**config.mk**
```make
export PLATFORM = sky130hd
export DESIGN_NAME = itcf_merge
export DESIGN_NICKNAME = d
export VERILOG_FILES = /design/src/rtl/core/itcf_pkg.sv /design/src/rtl/core/itcf_merge.sv
export SDC_FILE = /design/constraint.sdc
export NUM_CORES = 2
export LEC_CHECK = 0
export BUFFER_PORTS_ARGS = -buffer_cell sky130_fd_sc_hd__buf_2
export CORE_MARGIN = 5
export CORE_UTILIZATION = 63
export CTS_CLUSTER_SIZE = 25
export DETAILED_ROUTE_END_ITERATION = 10
export MAX_ROUTING_LAYER = met4
export PLACE_DENSITY_LB_ADDON = 0.2
export SLEW_MARGIN = 20
export SYNTH_ARGS = -nofsm -noshare
export SYNTH_HDL_FRONTEND = slang
export SYNTH_SLANG_ARGS = --single-unit
```
**constraint.sdc**
```tcl
create_clock -name clk -period 19.6 [get_ports clk]
set_input_delay 0.98 -clock clk [delete_from_list [all_inputs] [get_ports clk]]
set_output_delay 0.98 -clock clk [all_outputs]
set_load 0.01 [all_outputs]
```
**src/rtl/core/itcf_pkg.sv**
```systemverilog
package itcf_pkg;

  localparam int CordicStepsDef = 16;
  localparam int AngleFracDef   = 16;
  localparam int SampleBitsDef  = 16;

  localparam int TabQ   = 24;
  localparam int TabLen = 24;

  localparam int GainW  = 16;
  localparam int AlphaW = 17;
  localparam int CfgW   = 17;
  localparam int AngW   = 32;
  localparam int AccAngW = 25;

  localparam logic CFG_GAIN  = 1'b0;
  localparam logic CFG_ALPHA = 1'b1;

  // Arctangent table, Q24 degrees.
  function automatic logic [31:0] atan_q24(input logic [4:0] i);
    case (i)
      5'd0:  atan_q24 = 32'd754974720;
      5'd1:  atan_q24 = 32'd445687602;
      5'd2:  atan_q24 = 32'd235489088;
      5'd3:  atan_q24 = 32'd119537938;
      5'd4:  atan_q24 = 32'd60000934;
      5'd5:  atan_q24 = 32'd30029717;
      5'd6:  atan_q24 = 32'd15018523;
      5'd7:  atan_q24 = 32'd7509720;
      5'd8:  atan_q24 = 32'd3754917;
      5'd9:  atan_q24 = 32'd1877466;
      5'd10: atan_q24 = 32'd938734;
      5'd11: atan_q24 = 32'd469367;
      5'd12: atan_q24 = 32'd234684;
      5'd13: atan_q24 = 32'd117342;
      5'd14: atan_q24 = 32'd58671;
      5'd15: atan_q24 = 32'd29335;
      5'd16: atan_q24 = 32'd14668;
      5'd17: atan_q24 = 32'd7334;
      5'd18: atan_q24 = 32'd3667;
      5'd19: atan_q24 = 32'd1833;
      5'd20: atan_q24 = 32'd917;
      5'd21: atan_q24 = 32'd458;
      5'd22: atan_q24 = 32'd229;
      5'd23: atan_q24 = 32'd115;
      default: atan_q24 = 32'd0;
    endcase
  endfunction

  function automatic logic signed [31:0] sat32(input logic signed [63:0] v);
    if (v > 64'sd2147483647) sat32 = 32'h7fffffff;
    else if (v < -64'sd2147483648) sat32 = 32'h80000000;
    else sat32 = v[31:0];
  endfunction

endpackage

```
**src/rtl/core/itcf_merge.sv**
```systemverilog
module itcf_merge #(
  parameter int ANGLE_FRAC_BITS = itcf_pkg::AngleFracDef
) (
  input  logic                             clk,
  input  logic                             start,
  input  logic [itcf_pkg::AlphaW-1:0]      alpha,
  input  logic signed [31:0]               prev,
  input  logic signed [33:0]               step,
  input  logic signed [ANGLE_FRAC_BITS+9:0] acc,
  output logic signed [31:0]               fused
);
  import itcf_pkg::*;

  logic [16:0] a;
  logic signed [35:0] gsum;
  logic signed [63:0] p1, p2, v;

  assign a = (alpha > 17'd65536) ? 17'd65536 : alpha;
  assign gsum = 36'(prev) + 36'(step);

  // two products registered, then summed and rounded
  always_ff @(posedge clk) begin
    if (start) begin
      p1 <= 64'(gsum) * 64'(signed'({1'b0, a}));
      p2 <= 64'(acc) * 64'(signed'({1'b0, 17'd65536 - a}));
    end
  end

  assign v = p1 + p2 + 64'sd32768;
  assign fused = sat32(v >>> 16);

endmodule

```
=== Word level (Yosys, flattened, before mapping) ===
Index checks and enable logic that the tools add are counted.

* Register bits: 128
* Logic and storage cells: 14

* $add $sub $neg: 4
* $mul: 2
* $lt $le $gt $ge: 3
* Mux-type cells: 3

{| class="wikitable"
|+ Operators by type and width
! cell !! count
|-
| adder 64 x 17 -> 64 bit, second input constant || 1
|-
| adder 64 bit || 1
|-
| two-way mux 32 bit || 2
|-
| multiplier 35 x 18 -> 53 bit || 1
|-
| > comparator 48 x 32 -> 1 bit, second input constant || 1
|-
| < comparator 48 x 32 -> 1 bit, second input constant || 1
|-
| multiplier 26 x 18 -> 44 bit || 1
|-
| adder 32 x 34 -> 35 bit || 1
|-
| > comparator 17 bit, second input constant || 1
|-
| two-way mux 17 bit || 1
|-
| subtractor 17 bit, first input constant || 1
|}

=== Depth between registers and ports, before layout ===
* Depth after elaboration: 5
* Mapped depth: 38

=== Worst setup path before layout ===
Ideal clock, no wire load.

* Path kind: input to register
* Start: in prev[0]
* End: reg p1[62], data pin
* Setup time: 261 ps
* Data arrival time: 9066 ps
* Setup slack: 10273 ps
* Cell stages on the path: 35
* Buffers on the path: 1
* Cells stage by stage: ha_1 > fa_1 > a21o_1 > a21oi_1 > o21bai_1 > a21oi_1 > o21bai_1 > a21oi_1 > o21bai_1 > a21oi_1 > o21ai_0 > xor2_1 > clkbuf_1 > nand2_1 > fa_1 > fa_1 > fa_1 > fa_1 > inv_1 > fa_1 > inv_1 > fa_1 > inv_1 > ha_1 > a21o_1 > a21oi_1 > o21bai_1 > a21o_1 > a21oi_1 > o21a_1 > o311ai_0 > o211ai_1 > nand3_1 > o21a_1 > o311a_1

* Word-level cells in the longest chain between the ends: 2

{| class="wikitable"
|+ RTL lines
! what !! line !! RTL
|-
| start: declaration || itcf_merge.sv:7 || <nowiki>input logic signed [31:0] prev,</nowiki>
|-
| adder 32 x 34 -> 35 bit || itcf_merge.sv:19 || <nowiki>assign gsum = 36'(prev) + 36'(step);</nowiki>
|-
| multiplier 35 x 18 -> 53 bit || itcf_merge.sv:24 || <nowiki>p1 <= 64'(gsum) * 64'(signed'({1'b0, a}));</nowiki>
|-
| end signal: assignment || itcf_merge.sv:24 ||
|-
| end: declaration || itcf_merge.sv:16 || <nowiki>logic signed [63:0] p1, p2, v;</nowiki>
|}

No other way between the ends.
A chain may end at the register's enable or synchronous reset.

=== Worst setup path after layout ===
* Start: in alpha[16] (netlist bit)
* End: reg p2[62], data pin

* Word-level cells in the longest chain between the ends: 4

{| class="wikitable"
|+ RTL lines
! what !! line !! RTL
|-
| start: declaration || itcf_merge.sv:6 || <nowiki>input logic [itcf_pkg::AlphaW-1:0] alpha,</nowiki>
|-
| > comparator 17 bit || itcf_merge.sv:18 || <nowiki>assign a = (alpha > 17'd65536) ? 17'd65536 : alpha;</nowiki>
|-
| two-way mux 17 bit (*) || itcf_merge.sv:18 ||
|-
| subtractor 17 bit (*) || itcf_merge.sv:25 || <nowiki>p2 <= 64'(acc) * 64'(signed'({1'b0, 17'd65536 - a}));</nowiki>
|-
| multiplier 26 x 18 -> 44 bit (*) || itcf_merge.sv:25 ||
|-
| end signal: assignment || itcf_merge.sv:25 ||
|-
| end: declaration || itcf_merge.sv:16 ||
|}

Every way passes the cells marked *; elsewhere a longest branch is shown, timed or not.

==> results.txt <==
outcome -> finished, final reports clean
Synth cell types -> 83
mux cell area share after synthesis -> 0.140%
crit path launch type -> primary input
post-route ant nets -> 0
gr ovfl total -> 0
initial antenna violation count -> 7
Max H-tree Level -> 3
row count -> 97
placed insts -> 5997
Detailed Routing Iterations Pass 1 -> 6
relative slew slack -> 22.4%
WL/cell -> 18.9 um
most used cell, CP -> fa_1
Post-CTS Setup Bufs -> 0
vias -> 34200
CTS tree -> done
vias in the first global route -> 36700
ys async rst share -> 0%
CTS Sinks -> 97
Critical Path Sink Type -> register
Post-Layout Cell Count -> 6015
global-route wire length before repair -> 189 mm
Final HPWL DP -> 92.6 mm
Post-CTS Resized -> 0
Core ar. -> 70300 um^2
Area Growth Syn to Fin -> 4.80%
crit path buf inv count -> 5
count of flip-flops with a built-in enable after synthesis -> 97
routed wire length -> 114 mm
Num CTS Buffers -> 9
Top Family by Delay on Critical Path -> simple AND/OR/NAND/NOR gates
crit path kind -> in2reg
initial drt markers -> 2594
vias per cell -> 5.69
gr usage total -> 31.5%
Reg clk slew, reported paths -> 0.07 ns
number of synthesized register bits -> 97
Crit path required time -> 19.71 ns
crit path from -> alpha[16]
largest family of logic cells by synthesized area -> adder cells
hold path startpoint -> alpha[0]
IO buf count -> 142
top achievable clock speed -> 83.4 MHz
Starting Density -> 63.6%
IO Count -> 143
sequential-to-total area share from yosys stat -> 6.51%
total of max-cap violations -> 0
RSZ-0062 raised after global routing -> false
XOR/XNOR Fraction of Synth Area -> 3.91%
complex-gate fraction of the synthesized area -> 7.78%
Die W -> 276 um
fraction of the mapped netlist area in adder cells -> 54.8%
Worst path max stage delay -> 0.87 ns
Root Buffer -> clkbuf_16
worst-path fanout max -> 55
Post-Syn Area per Cell -> 8.86 um^2
Final setup viols -> 0
die area -> 76400 um^2
endpoints failing hold -> 0
Synth Instances -> 5047
Post-Syn Area -> 44700 um^2
Max Slew Vio Count -> 0
ratio of cells with drive above 1 in the final layout -> 5.20%
Post-Syn Nets -> 6521
Layout Nets -> 6542
largest net degree at the start of global routing -> 72
Fill cells -> 5826
Die Span Y -> 276 um
Period minus WS final -> 12.00 ns
Worst Tran Pin Value -> 1.16 ns
HP Class -> in2reg
ys flop type -> edfxtp_1
WP data arrival -> 12.10 ns
CP max stage cell -> nand2_1
cts hold-fix bufs -> 0
Post-Synth Simple-Gate Area -> 15.0%
Fin Setup TNS -> 0 ns
Ys Warns -> 0
gpl congestion -> 0.948
DRC Markers -> 0
clk buf depth -> 2
crit share post-route -> 61.2%
cell usage in the layout, fill, tap and decap left out, drive strengths merged, types with 7 or more instances in the layout:
cell type / Yosys / routed
inv: 1213 / 1215
ha: 370 / 370
xor2: 59 / 59
a311oi: 7 / 7
nor3: 29 / 29
and3: 48 / 48
o31ai: 8 / 8
a21o: 114 / 114
buf: 26 / 202
a211oi: 12 / 12
nand2: 701 / 701
o211ai: 10 / 10
o21a: 15 / 15
a21oi: 159 / 159
clkbuf: 166 / 9
nor2b: 51 / 51
fa: 993 / 993
nand2b: 17 / 17
xnor2: 140 / 140
nor2: 220 / 220
o21bai: 29 / 29
a31oi: 20 / 20
and2: 265 / 265
nand3: 36 / 36
o21ai: 108 / 108
nand4: 22 / 22
or3: 9 / 9
edfxtp: 97 / 97
nor4: 19 / 19
stage by stage:
stage          utilization (%)  cell area [um^2]  hold slack [ns]  worst slack [ns]
2_1_floorplan                -             44700             1.09             10.27
3_3_place_gp              66.2             46500             1.39              7.65
3_5_place_dp              66.2             46500             1.38              7.44
4_1_cts                   66.6             46800            0.995              7.79
5_1_grt                   66.7             46900             1.01              6.99
6_report                  66.7             46900             1.01              7.60
cells by family (layout without fill, tap and decap cells):
group / after synthesis / in the layout
and+or+nand+nor: 1438 / 1438
buffers and inverters: 1405 / 1431
adders and majority gates: 1363 / 1363
AOI/OAI and AO/OA: 539 / 539
xor gates and xnor gates: 199 / 199
DFF: 97 / 97
muxes: 6 / 6
other: 0 / 2
state kept, by name, indices dropped and copies added, names as in the netlist:
signal and flops:
p1 53, p2 44
layer usage:
layer,part of all wire [%],GRT usage (%),vias to the layer above
met5,0,-,-
met1,40,41.7,17400
met2,48,51.5,1350
met3,8.4,4.67,278
li1,-,-,15300
met4,3.5,9.18,0
final timing paths:
kind                  endpoint  slack [ns]  cells after the start
worst max-delay path    p2[62]        7.60                     31
worst min-delay path     p2[0]        1.01                      2
final cells by class:
cell class | instances | area (um^2) | area share, %
Multi-Input combinational cell | 3545 | 36700 | 78.4
Antenna cell | 2 | 5.00 | 0.0107
Tap cell | 940 | 1180 | 2.51
Timing Repair Buffer | 202 | 1160 | 2.48
Inverter | 1213 | 4550 | 9.72
Clock inverter | 7 | 85.1 | 0.182
Clock buffer | 9 | 225 | 0.481
Sequential cell | 97 | 2910 | 6.22
cell usage after synthesis (all sizes together) (36+ instances only):
master / count / area share [%]
inv: 1213 / 10
fa: 993 / 44
and2: 265 / 3.7
nor2: 220 / 1.8
o21ai: 108 / 1.2
nand2: 701 / 5.9
edfxtp: 97 / 6.5
a21oi: 159 / 1.8
a21o: 114 / 1.9
nand3: 36 / 0.40
and3: 48 / 0.67
clkbuf: 166 / 1.4
nor2b: 51 / 0.71
ha: 370 / 10
xnor2: 140 / 2.8
xor2: 59 / 1.2
Power is left out: the tool's default activity adds up to more than one toggle a clock period on the data nets, which glitch-free logic cannot reach.
