$ cat src/rtl/core/itcf_pkg.sv
package itcf_pkg;

  localparam int CordicStepsDef = 16;
  localparam int AngleFracDef   = 16;
  localparam int SampleBitsDef  = 16;

  localparam int TabQ   = 24;
  localparam int TabLen = 24;

  localparam int GainW  = 16;
  localparam int AlphaW = 17;
  localparam int CfgW   = 17;
  localparam int AngW   = 32;
  localparam int AccAngW = 25;

  localparam logic CFG_GAIN  = 1'b0;
  localparam logic CFG_ALPHA = 1'b1;

  // Arctangent table, Q24 degrees.
  function automatic logic [31:0] atan_q24(input logic [4:0] i);
    case (i)
      5'd0:  atan_q24 = 32'd754974720;
      5'd1:  atan_q24 = 32'd445687602;
      5'd2:  atan_q24 = 32'd235489088;
      5'd3:  atan_q24 = 32'd119537938;
      5'd4:  atan_q24 = 32'd60000934;
      5'd5:  atan_q24 = 32'd30029717;
      5'd6:  atan_q24 = 32'd15018523;
      5'd7:  atan_q24 = 32'd7509720;
      5'd8:  atan_q24 = 32'd3754917;
      5'd9:  atan_q24 = 32'd1877466;
      5'd10: atan_q24 = 32'd938734;
      5'd11: atan_q24 = 32'd469367;
      5'd12: atan_q24 = 32'd234684;
      5'd13: atan_q24 = 32'd117342;
      5'd14: atan_q24 = 32'd58671;
      5'd15: atan_q24 = 32'd29335;
      5'd16: atan_q24 = 32'd14668;
      5'd17: atan_q24 = 32'd7334;
      5'd18: atan_q24 = 32'd3667;
      5'd19: atan_q24 = 32'd1833;
      5'd20: atan_q24 = 32'd917;
      5'd21: atan_q24 = 32'd458;
      5'd22: atan_q24 = 32'd229;
      5'd23: atan_q24 = 32'd115;
      default: atan_q24 = 32'd0;
    endcase
  endfunction

  function automatic logic signed [31:0] sat32(input logic signed [63:0] v);
    if (v > 64'sd2147483647) sat32 = 32'h7fffffff;
    else if (v < -64'sd2147483648) sat32 = 32'h80000000;
    else sat32 = v[31:0];
  endfunction

endpackage

$ cat src/rtl/core/itcf_cordic_lane.sv
module itcf_cordic_lane #(
  parameter int CORDIC_STEPS    = itcf_pkg::CordicStepsDef,
  parameter int ANGLE_FRAC_BITS = itcf_pkg::AngleFracDef,
  parameter int SAMPLE_BITS     = itcf_pkg::SampleBitsDef
) (
  input  logic                          clk,
  input  logic                          rst,
  input  logic                          start,
  input  logic signed [SAMPLE_BITS-1:0] y_in,
  input  logic signed [SAMPLE_BITS-1:0] x_in,
  output logic                          done,
  output logic signed [ANGLE_FRAC_BITS+9:0] angle
);
  import itcf_pkg::*;

  localparam int XW   = SAMPLE_BITS + 9;
  localparam int NST  = (CORDIC_STEPS < TabLen) ? CORDIC_STEPS : TabLen;
  localparam int CW   = 5;
  localparam int SH   = TabQ - ANGLE_FRAC_BITS;
  localparam int AOW  = ANGLE_FRAC_BITS + 10;

  logic signed [XW-1:0] x, y;
  logic signed [33:0]   z;
  logic [CW-1:0]        step;
  logic                 busy;
  logic                 zero;

  logic signed [XW-1:0] x0, y0, dx, dy;
  logic signed [33:0]   z0, zr;
  logic signed [AOW-1:0] lim;

  always_comb begin
    x0 = XW'(x_in);
    y0 = XW'(y_in);
    z0 = '0;
    if (x_in < 0) begin
      z0 = (y_in >= 0) ? (34'sd180 <<< TabQ) : -(34'sd180 <<< TabQ);
      x0 = -x0;
      y0 = -y0;
    end
    x0 = x0 <<< 6;
    y0 = y0 <<< 6;
    dx = y >>> step;
    dy = x >>> step;
    zr = (z + (34'sd1 <<< (SH - 1))) >>> SH;
    lim = AOW'(180) <<< ANGLE_FRAC_BITS;
  end

  always_ff @(posedge clk) begin
    if (rst) begin
      busy <= 1'b0;
      done <= 1'b0;
    end else begin
      done <= 1'b0;
      if (start) begin
        busy <= 1'b1;
        step <= '0;
        x <= x0; y <= y0; z <= z0;
        zero <= (x_in == 0) && (y_in == 0);
      end else if (busy) begin
        // advance one micro-rotation
        if (y >= 0) begin
          x <= x + dx; y <= y - dy; z <= z + 34'(signed'({1'b0, atan_q24(step)}));
        end else begin
          x <= x - dx; y <= y + dy; z <= z - 34'(signed'({1'b0, atan_q24(step)}));
        end
        step <= step + 1'b1;
        if (32'(step) == NST - 1) begin
          busy <= 1'b0;
          done <= 1'b1;
        end
      end
    end
  end

  always_comb begin
    if (zero) angle = '0;
    else if (zr > 34'(lim)) angle = lim;
    else if (zr < -34'(lim)) angle = -lim;
    else angle = zr[AOW-1:0];
  end

endmodule

$ cat config.mk
export PLATFORM = sky130hd
export DESIGN_NAME = itcf_cordic_lane
export DESIGN_NICKNAME = d
export VERILOG_FILES = /design/src/rtl/core/itcf_pkg.sv /design/src/rtl/core/itcf_cordic_lane.sv
export SDC_FILE = /design/constraint.sdc
export NUM_CORES = 1
export LEC_CHECK = 0
export BUFFER_PORTS_ARGS = -buffer_cell sky130_fd_sc_hd__buf_2
export CAP_MARGIN = 20
export CORE_ASPECT_RATIO = 2
export CORE_MARGIN = 5
export CORE_UTILIZATION = 65
export CTS_CLUSTER_SIZE = 30
export DETAILED_ROUTE_END_ITERATION = 6
export GPL_TIMING_DRIVEN = 0
export PLACE_DENSITY = 0.83
export SKIP_CTS_REPAIR_TIMING = 1
export SYNTH_ARGS = -nofsm -noshare
export SYNTH_HDL_FRONTEND = slang
export SYNTH_SLANG_ARGS = --single-unit
$ cat constraint.sdc
create_clock -name clk -period 7.2 [get_ports clk]
set_input_delay 0.36 -clock clk [delete_from_list [all_inputs] [get_ports clk]]
set_output_delay 0.36 -clock clk [all_outputs]
set_load 0.005 [all_outputs]
* Yosys cells after proc, flatten, opt, wreduce, memory -nomap -nowiden
Memories as Yosys holds them, arrays and structs flattened. A register that Yosys moved wholly into a read port is not among the register bits.
Index checks and enable logic that the tools add are counted.
Widths: inputs -> output; s select.
** Cells by class
- $add $sub $neg :: 10
- $mul :: 0
- Div/mod/pow operators :: 0
- $lt $le $gt $ge :: 5
- Eq/ne operators :: 1
- Shift-type cells :: 2
- Mux-type cells :: 33
- Bitwise logic cells :: 2
- Reductions and logical operators :: 7
** Operators by type and width (number)
- $mux 32 :: 8
- $mux 34 :: 5
- $mux 25 :: 6
- $mux 26 :: 3
- $logic_not 32->1 :: 2
- $add 25x25->25 :: 2
- $sshr 25x5->25 :: 2
- $sub 25x25->25 :: 2
- $mux 19 :: 2
- $neg 16->19 :: 2
- $add 34x33->34 :: 1
- $add 34x9->34 const B :: 1
- $sub 34x33->34 :: 1
- $gt 26x25->1 const B :: 1
- $lt 26x25->1 const B :: 1
- $ge 25x1->1 const B :: 1
- $mux 5 :: 5
- $ge 16x1->1 const B :: 1
- $lt 16x1->1 const B :: 1
- $add 5x1->5 const B :: 1
- $eq 5x4->1 const B :: 1
- $mux 1 :: 4
- $reduce_and 2->1 :: 2
- $reduce_or 3->1 :: 1
- 3 further kinds :: 4
** Storage, ports and cells
- Register bits after elaboration :: 92
- Latch bits :: 0
- Bits in writable memories :: 0
- ROM bits :: 1920
- Bits of input ports :: 35
- Output and inout port bits :: 27
- Word-level logic and storage cells :: 71
- Memories kept :: 2
** Memories
- (no name shown) :: words 32, bits a word 30, read ports 1, clocked after memory_dff 1, write ports 0, RTL line itcf_pkg.sv:21 : case (i)
- (no name shown) :: words 32, bits a word 30, read ports 1, clocked after memory_dff 1, write ports 0, RTL line itcf_pkg.sv:21

* Logic depth before layout (Yosys ltp)
Gate-level depths: netlist of the first run.
- Word-level depth :: 9
- Mapped depth :: 25
- Gate-level depth less buffers :: 21

* Worst setup path after synthesis of the first run
Ideal clock, no wire load.
- Path kind :: register -> register
- Start point :: register step[1]
- End point :: register x[22], data pin
- Library setup time :: 0.260 ns
- Arrival time :: 5.090 ns
- Data required time :: 6.940 ns
- Setup slack :: 1.850 ns
- Cell stages (with the launch flop) :: 22
- Buffers on the path :: 4
- Clock period less this slack :: 5.350 ns
- Cell sequence :: edfxtp_1 -> buf_6 -> buf_6 -> buf_6 -> buf_6 -> mux4_2 -> mux2_1 -> mux4_2 -> inv_1 -> ha_1 -> nand4_1 -> nor4_1 -> nand3b_1 -> a41o_1 -> ha_1 -> a21oi_1 -> nor2b_1 -> o21ai_0 -> o311ai_0 -> a211o_1 -> a21oi_1 -> mux2_2
** On the way
- Cells in the longest elaborated chain, start to end :: 5
- Elaborated cells between the ends (all ways) :: 6
- Classes of those cells :: add/sub: 2; shift: 1; mux: 3
** Ends and longest elaborated chain
- start: declaration :: RTL line itcf_cordic_lane.sv:24 : logic [CW-1:0] step;
- start signal: assignment :: RTL line itcf_cordic_lane.sv:67 : step <= step + 1'b1;
- $sshr 25x5->25 (*) :: RTL line itcf_cordic_lane.sv:43 : dx = y >>> step;
- $sub 25x25->25 or $add 25x25->25 (tied branches) :: RTL line itcf_cordic_lane.sv:65, itcf_cordic_lane.sv:63
- $mux 25 (*) :: RTL line itcf_cordic_lane.sv:62 : if (y >= 0) begin
- $mux 25 (*) :: RTL line itcf_cordic_lane.sv:60 : end else if (busy) begin
- $mux 25 (*) :: RTL line itcf_cordic_lane.sv:55 : if (start) begin
- end signal: assignment :: RTL line itcf_cordic_lane.sv:63 : x <= x + dx; y <= y - dy; z <= z + 34'(signed'({1'b0, atan_q24(step)}));
- end signal: assignment :: RTL line itcf_cordic_lane.sv:65 : x <= x - dx; y <= y + dy; z <= z - 34'(signed'({1'b0, atan_q24(step)}));
- end: declaration :: RTL line itcf_cordic_lane.sv:22 : logic signed [XW-1:0] x, y;
Every way passes the cells marked *; elsewhere a longest branch is shown, timed or not. The select of a mux whose other input is x is not followed.
A chain may end at the register's enable or synchronous reset.

* Worst setup path after layout of the first run
- Start point :: register step[4]
- End point :: register y[24], data pin
** On the way
- Cells in the longest elaborated chain, start to end :: 5
- Elaborated cells between the ends (all ways) :: 6
- Classes of those cells :: add/sub: 2; shift: 1; mux: 3
** Ends and longest elaborated chain
- $sshr 25x5->25 (*) :: RTL line itcf_cordic_lane.sv:44 : dy = x >>> step;
- $add 25x25->25 or $sub 25x25->25 (tied branches) :: RTL line itcf_cordic_lane.sv:65, itcf_cordic_lane.sv:63
- $mux 25 (*) :: RTL line itcf_cordic_lane.sv:62
- $mux 25 (*) :: RTL line itcf_cordic_lane.sv:60
- $mux 25 (*) :: RTL line itcf_cordic_lane.sv:55
- end signal: assignment :: RTL line itcf_cordic_lane.sv:63
- end signal: assignment :: RTL line itcf_cordic_lane.sv:65
- end: declaration :: RTL line itcf_cordic_lane.sv:22
Marked as above.

==> results of run 1 <==
[final timing paths]
| check | to | slack [ps] | depth (start not counted) |
|---|---|---|---|
| setup / recovery | y[24] | 6 | 21 |
| hold / removal | x[6] | 230 | 3 |
| setup reg to reg | y[24] | 6 | 21 |
| hold reg to reg | z[0] | 680 | 2 |
[cells by family (layout without fill, tap and decap cells)]
| family | count (synthesis) | in the layout | synth area share |
|---|---|---|---|
| and+or+nand+nor | 670 | 670 | 0.204 |
| AOI/OAI and AO/OA | 552 | 552 | 0.231 |
| xor gates and xnor gates | 174 | 174 | 0.0960 |
| buffers and inverters | 165 | 264 | 0.0461 |
| muxes | 130 | 130 | 0.129 |
| DFF | 122 | 122 | 0.211 |
| adders and majority gates | 104 | 104 | 0.0834 |
| other | 0 | 1 | 0 |
[power breakdown]
| group | total (uW) | leakage [uW] | switching (uW) | internal (uW) |
|---|---|---|---|---|
| clock network | 904 | 0.000300 | 381 | 522 |
| logic | 2910 | 0.00537 | 1760 | 1160 |
| registers | 1130 | 0.00114 | 187 | 940 |
[critical path, stage by stage (launching register included)]
cell and delay [ps]:
edfxtp_1 330, clkbuf_1 420, clkbuf_1 450, clkbuf_2 410, clkbuf_2 480, clkbuf_2 490, clkbuf_2 430, nand2_1 90
o211ai_1 220, ha_1 250, nand3_1 140, or4_1 550, clkbuf_1 200, o31ai_1 340, xor2_1 120, ha_1 400
nand2_1 130, a211oi_1 500, nor3_1 190, o31ai_1 400, o211ai_1 130, a31oi_1 310
[layout by cell type (no fill, tap or decap), types with 13 or more instances in the layout]
cell and n:
and3_1 28, inv_1 52, a211oi_1 28, and2_1 21
nor3_1 41, nor2b_1 27, xor2_1 52, a21o_1 42
nand4_1 15, o41ai_1 17, o22ai_1 18, o21ai_0 136
nor2_1 189, or4_1 16, o21a_1 20, or3_1 25
nand2_1 177, clkbuf_1 66, o31ai_1 38, dfxtp_1 32
nand3_1 53, nand2b_1 26, mux2i_1 34, a31oi_1 22
buf_2 75, mux4_2 50, ha_1 101, a21oi_1 107
buf_1 13, o211ai_1 15, xnor2_1 122, o21bai_1 13
mux2_2 30, clkbuf_16 20, edfxtp_1 90
[layout make-up]
cell class                      instances  area share
Timing Repair Buffer                   68      0.0229
Inverter                               55      0.0121
Multi-Input combinational cell       1630       0.685
Clock inverter                          9     0.00406
Tap cell                              290      0.0210
Antenna cell                            1    0.000145
Buffer                                110      0.0307
Sequential cell                       122       0.193
Clock buffer                           22      0.0306
[layer usage]
layer | part of all wire | routed length (um) | vias up | global-route usage
met2 | 0.47 | 32800 | 1350 | 0.828
met5 | 0.00028 | 20 | - | 0
met3 | 0.11 | 7630 | 649 | 0.215
li1 | - | - | 7405 | -
met1 | 0.28 | 20000 | 8063 | 0.455
met4 | 0.14 | 9750 | 4 | 0.524
[through the flow]
| stage | std cells | util | cell area (um^2) |
|---|---|---|---|
| floorplan | 1917 | - | 15900 |
| global placement | 2266 | 0.680 | 16500 |
| detailed placement | 2268 | 0.681 | 16600 |
| CTS | 2299 | 0.706 | 17200 |
| global route | 2307 | 0.710 | 17300 |
| finish | 2307 | 0.710 | 17300 |
==> qor_table.md, run 1 <==
| Stage | Quantity | Reported |
|---|---|---|
| sta | Upper clock frequency limit | 139 MHz |
| final layout | Proportion of layout cells with a drive suffix above 1 | 0.118 |
| routing | Via Count | 17,500 |
| logic synthesis | Number of flops mapped to enable cells by yosys | 90 |
| outcome | Violated checks | DRC |
| final layout | Area growth syn-to-layout | 8.82% |
| min path | Path category of the worst min-delay check | input pin to register |
| placed design | Post-detailed-placement half-perimeter wirelength | 52,300 um |
| logic synthesis | Flip-flop and latch count after synthesis | 122 |
| routing | First-pass iteration count of the detailed router | 7 |
| worst setup path | CP endpoint kind | register |
| sta | Final Slew Violations | 0 |
| clock network | Register clock-pin slew on the reported worst setup and hold paths | 70 ps |
| power and ir drop | Total power divided by cell area | 286 mW/mm^2 |
| outcome | Run status | complete, but fails checks |
| clock network | Buffers from clock root to sink, at most | 2 |
| logic synthesis | Post-synthesis instance area | 0.0159 mm^2 |
| logic synthesis | Number of library cell types mapped by synthesis | 92 |
| clock network | CTS H-tree lvls | 4 |
| min path | Worst hold path startpoint | x_in[0] |
| power and ir drop | Worst supply voltage drop on vdd | 0.000182 V |
| worst setup path | Kind of start point of the critical path | register |
| clock network | TritonCTS clock tree | built |
| logic synthesis | List of most frequent post-synthesis cells | nor2_1, nand2_1, o21ai_0, xnor2_1, a21oi_1 |
| routing | Avg Vias per Cell | 7.57 |
| logic synthesis | Primary flip-flop cell chosen by synthesis mapping | edfxtp_1 |
| global route | Total global routing track utilization | 0.511 |
| clock network | TritonCTS Sinks | 122 |
| sta | Worst hold slack | 231 ps |
| global route | Number of antenna violations at the first check in global routing | 3 |
| worst setup path | Critical Path Fanout Max | 10 |
| job | Reported max-cap violation count | 0 |
| sta | RSZ-0062 raised after global routing | true |
| floorplanning | Total die area | 0.0278 mm^2 |
| logic synthesis | Dominant cell by count in the synthesized netlist | nor2_1 |
| sta | Clock skew after layout | 12.6 ps |
| sta | Number of endpoints failing setup at the final stage | 0 |
| floorplanning | I/O pin count | 62 |
| power and ir drop | Total power of the final layout | 4950 uW |
| sta | Post-route minimum period | 7190 ps |
| floorplanning | Floorplan core area | 0.0243 mm^2 |
| logic synthesis | Warnings from Yosys | 0 |
| final layout | Fin nets | 2,143 |
| sta | Setup TNS | 0 ps |
| clock network | Clock buffer count from CTS | 17 |
| final layout | FF+latch area | 0.00334 mm^2 |
| sta | Transition time of the tightest slew-check pin | 1370 ps |
| worst setup path | CP Data Arrival Time | 7460 ps |
| sta | Relative slew slack | 0.0887 |
| floorplanning | Rows | 81 |
| worst setup path | Worst path required time | 7470 ps |
| final layout | Total area of multi-input combinational cells | 0.0118 mm^2 |
| worst setup path | Category of the critical setup timing path | register to register |
| final layout | Final-layout fill cell count | 1,904 |
| floorplanning | Die width | 121 um |
| logic synthesis | Instance count of the mapped netlist | 1,917 |
| global route | Wire length of the first global-routing pass | 106,000 um |
| sta | Final critical-path share of the clock period | 0.999 |
| floorplanning | Starting density of the core | 0.653 |
| global route | Vias in the first global route | 17,400 |
| routing | Iteration-0 DRC Markers | 2,217 |
| floorplanning | Vertical die dimension | 231 um |
| logic synthesis | Cell taking the most area after synthesis | edfxtp_1 |
| global route | Aggregate global routing overflow | 0 |
| sta | Final-report hold violation count | 0 |
| routing | WL/cell | 30.5 um |
| logic synthesis | Share of the synthesized area in the top cell type | 0.170 |
| clock network | Clk Tree Root Cell | clkbuf_16 |
| global route | Largest net degree at the start of global routing | 52 |
| routing | Number of remaining DRC errors | 1 |
| logic synthesis | Portion of the post-synthesis area used by sequential elements | 0.211 |
| routing | Remaining antenna violation count | 0 |
| logic synthesis | Async S/R FF share, synth | 0 |
| logic synthesis | Leading cell types by total area after synthesis | edfxtp_1, ha_1, mux4_2, xnor2_1, nor2_1 |
| worst setup path | Start of the worst register-to-register path | step[4] |
| placed design | Worst setup slack after placement | -453 ps |
| placed design | Final GP Congestion | 1.20 |
| logic synthesis | Synth Area per Inst | 8.28 um^2 |
| worst setup path | Crit. Startpoint | step[4] |
| sta | Setup WS post-layout | 5.53 ps |
| logic synthesis | Post-synthesis net count | 2,056 |
| clock network | Clock network latency to the later pin of the worst-skew pair | 470 ps |
| routing | Wirelength, routed | 70,300 um |
| power and ir drop | Leakage dissipation | 0.00681 uW |
| placed design | Buffers added on ports | 59 |
Power figures use the tool's default switching activity.
==> run 2: changes to the inputs <==
Settings changed: BUFFER_PORTS_ARGS -buffer_cell sky130_fd_sc_hd__buf_2 to unset, CAP_MARGIN 20 to 25, CORE_UTILIZATION 65 to 67, DONT_BUFFER_PORTS set to 1.
==> run 2 against run 1 <==
  * The flow now finishes without violations
  * Via count increased by 0.25%
  * Count of clock-buffer cells in the layout decreased by 3
  * Global-route usage increased by 0.37 points
  * Die area decreased by 2.8%
  * Core utilization increased by 2.0 points
  * Critical path depth unchanged
  * Critical path type unchanged
  * Largest cell class unchanged
==> qor_table.md, run 2 (synthesis results as in run 1) <==
| Stage | Quantity | Reported | Change |
|---|---|---|---|
| sta | RSZ-0062 raised after global routing | false |  |
| sta | Clock skew after layout | 18.5 ps | +5.93 ps |
| outcome | Run status | completed |  |
| routing | Avg Vias per Cell | 7.79 | +2.9% |
| power and ir drop | Total power of the final layout | 4980 uW | +0.61% |
| placed design | Final GP Congestion | 1.21 | +0.69% |
| final layout | Most used cells in the layout excluding fill and tap cells | nor2_1, nand2_1, o21ai_0 |  |
| worst setup path | Reg2reg path depth | 21 | unchanged |
| worst setup path | Critical Path Fanout Max | 10 | unchanged |
| worst setup path | R2R Setup Slk | 230 ps | +230 ps |
| job | Reported max-cap violation count | 0 | unchanged |
| floorplanning | I/O pin count | 62 | unchanged |
| min path | Worst min-delay path endpoint | x[6] |  |
| clock network | Clock buffer count from CTS | 17 | unchanged |
| routing | Iteration-0 DRC Markers | 2,894 | +31% |
| clock network | Clk Tree Root Cell | clkbuf_16 |  |
| floorplanning | Vertical die dimension | 228 um | -1.4% |
| worst setup path | CP Data Arrival Time | 7140 ps | -320 ps |
| routing | Remaining antenna violation count | 0 | unchanged |
| worst setup path | CP endpoint kind | register |  |
| power and ir drop | Total power divided by cell area | 292 mW/mm^2 | +2.0% |
| floorplanning | Rows | 79 | -2.5% |
| sta | Final-report hold violation count | 0 | unchanged |
| floorplanning | Floorplan core area | 0.0233 mm^2 | -4.1% |
| clock network | Buffers from clock root to sink, at most | 2 | unchanged |
| power and ir drop | Leakage dissipation | 0.00657 uW | -3.4% |
| sta | Final critical-path share of the clock period | 0.968 | -0.0316 |
| floorplanning | Starting density of the core | 0.681 | +0.0279 |
| clock network | CTS H-tree lvls | 4 | unchanged |
| routing | Via Count | 17,500 | +0.25% |
| global route | Aggregate global routing overflow | 0 | unchanged |
| worst setup path | Reg-to-Reg End | x[21] |  |
| routing | Number of remaining DRC errors | 0 | -1 |
| final layout | Area growth syn-to-layout | 7.34% |  |
| clock network | Register clock-pin slew on the reported worst setup and hold paths | 70 ps | about the same |
| min path | Worst hold path startpoint | x_in[0] |  |
| final layout | Final-layout fill cell count | 1,822 | -4.3% |
| global route | Wire length of the first global-routing pass | 106,000 um | +0.41% |
| placed design | Buffers added on ports | 0 | -100% |
| sta | Number of endpoints failing setup at the final stage | 0 | unchanged |
| worst setup path | Category of the critical setup timing path | register to register |  |
| sta | Transition time of the tightest slew-check pin | 1320 ps | -49.3 ps |
| global route | Largest net degree at the start of global routing | 47 | -9.6% |
| routing | Wirelength, routed | 69,200 um | -1.5% |
| power and ir drop | Worst supply voltage drop on vdd | 0.000224 V | +23% |
| sta | Upper clock frequency limit | 144 MHz | +3.3% |
| floorplanning | Total die area | 0.0271 mm^2 | -2.8% |
| sta | Post-route minimum period | 6970 ps | -228 ps |
| global route | Number of antenna violations at the first check in global routing | 4 | +1 |
| placed design | Post-detailed-placement half-perimeter wirelength | 51,300 um | -2.0% |
| routing | First-pass iteration count of the detailed router | 7 | unchanged |
| sta | Relative slew slack | 0.116 | +0.0276 |
| routing | WL/cell | 30.8 um | +1.1% |
| global route | Vias in the first global route | 17,500 | +0.36% |
| min path | Path category of the worst min-delay check | input pin to register |  |
| global route | Total global routing track utilization | 0.515 | +0.00373 |
| clock network | Clock network latency to the later pin of the worst-skew pair | 480 ps | about the same |
| sta | Final Slew Violations | 0 | unchanged |
| clock network | TritonCTS clock tree | built |  |
| worst setup path | Kind of start point of the critical path | register |  |
| final layout | Fin nets | 2,089 | -2.5% |
| final layout | Most common library cell in the layout ignoring fill and taps | nor2_1 |  |
| worst setup path | Start of the worst register-to-register path | step[2] |  |
| final layout | Proportion of layout cells with a drive suffix above 1 | 0.0948 | -0.0233 |
| min path | Worst Hold Depth | 2 | -1 |
| clock network | TritonCTS Sinks | 122 | unchanged |
| floorplanning | Die width | 119 um | -1.4% |
| worst setup path | Worst path required time | 7370 ps | -100 ps |
| final layout | Final core utilization | 0.731 | +0.0202 |
==> run 2: cell count changes in the layout (fill, tap and decap cells not counted), moves of 2 or more <==
cell / before / now
buf_2: 75 / 13
buf_4: 6 / 11
clkbuf_1: 66 / 64
clkbuf_4: 0 / 3
clkbuf_8: 2 / 0
clkinv_4: 3 / 1
inv_6: 3 / 5
inv_8: 0 / 4
o311ai_1: 3 / 5
o311ai_2: 2 / 0
==> run 2: through the flow <==
stage | cell area [um^2] | setup slack, ps | hold WS (ps) | instances | setup TNS, ps
after detailed placement | 16300 | -362 | 592 | 2202 | -868
after global placement | 16200 | -275 | 598 | 2200 | -743
after floorplan | 15900 | 1850 | 551 | 1917 | 0
after CTS | 16900 | -398 | 124 | 2234 | -1190
final | 17000 | 233 | 136 | 2248 | 0
after global routing | 17000 | 99.5 | 138 | 2247 | 0
==> run 2: final cells by class <==
cell class | count | area [um^2] | area share
plain buffers | 109 | 527 | 0.0309
clock inverters | 13 | 140 | 0.00822
multi-input cells | 1630 | 11800 | 0.694
inverters | 55 | 209 | 0.0123
repair buffers | 15 | 165 | 0.00969
diodes | 2 | 5.00 | 0.000294
clock buffers | 19 | 475 | 0.0279
well taps | 283 | 354 | 0.0208
flip-flops and latches | 122 | 3340 | 0.196
==> run 2: worst max-delay path by stage <==
| stage | startpoint | endpoint | slack [ps] |
|---|---|---|---|
| after floorplan | step[1] | x[22] | 1850 |
| after global placement | step[4] | y[24] | -270 |
| after detailed placement | step[4] | y[24] | -360 |
| after CTS | step[4] | y[24] | -400 |
| after global routing | step[0] | y[24] | 100 |
| final | step[2] | x[21] | 230 |
==> run 2: metal layers <==
metal,vias to the layer above,part of all wire,global-route usage
li1,7295,-,-
met1,8107,0.29,0.474
met2,1466,0.46,0.810
met3,646,0.11,0.222
met4,0,0.14,0.533
met5,-,0,0.0184
==> run 2: critical path, cell delays in order, from the launching register on <==
cell	delay, ps
edfxtp_1	450
buf_4	240
inv_1	470
clkbuf_1	790
mux2_1	430
mux4_2	670
inv_1	110
ha_1	210
nand4_1	240
or2_2	380
o21a_1	170
nor2_1	80
a31oi_1	90
ha_1	450
o21ai_0	110
o31ai_1	150
o41a_1	430
o21a_1	270
a221oi_1	370
nand2b_1	130
xnor2_1	250
o32ai_1	140
==> run 2: power breakdown <==
group          switching [uW]  internal (uW)
clock network             406            531
registers                 186            940
logic                    1760           1150
total                    2360           2620
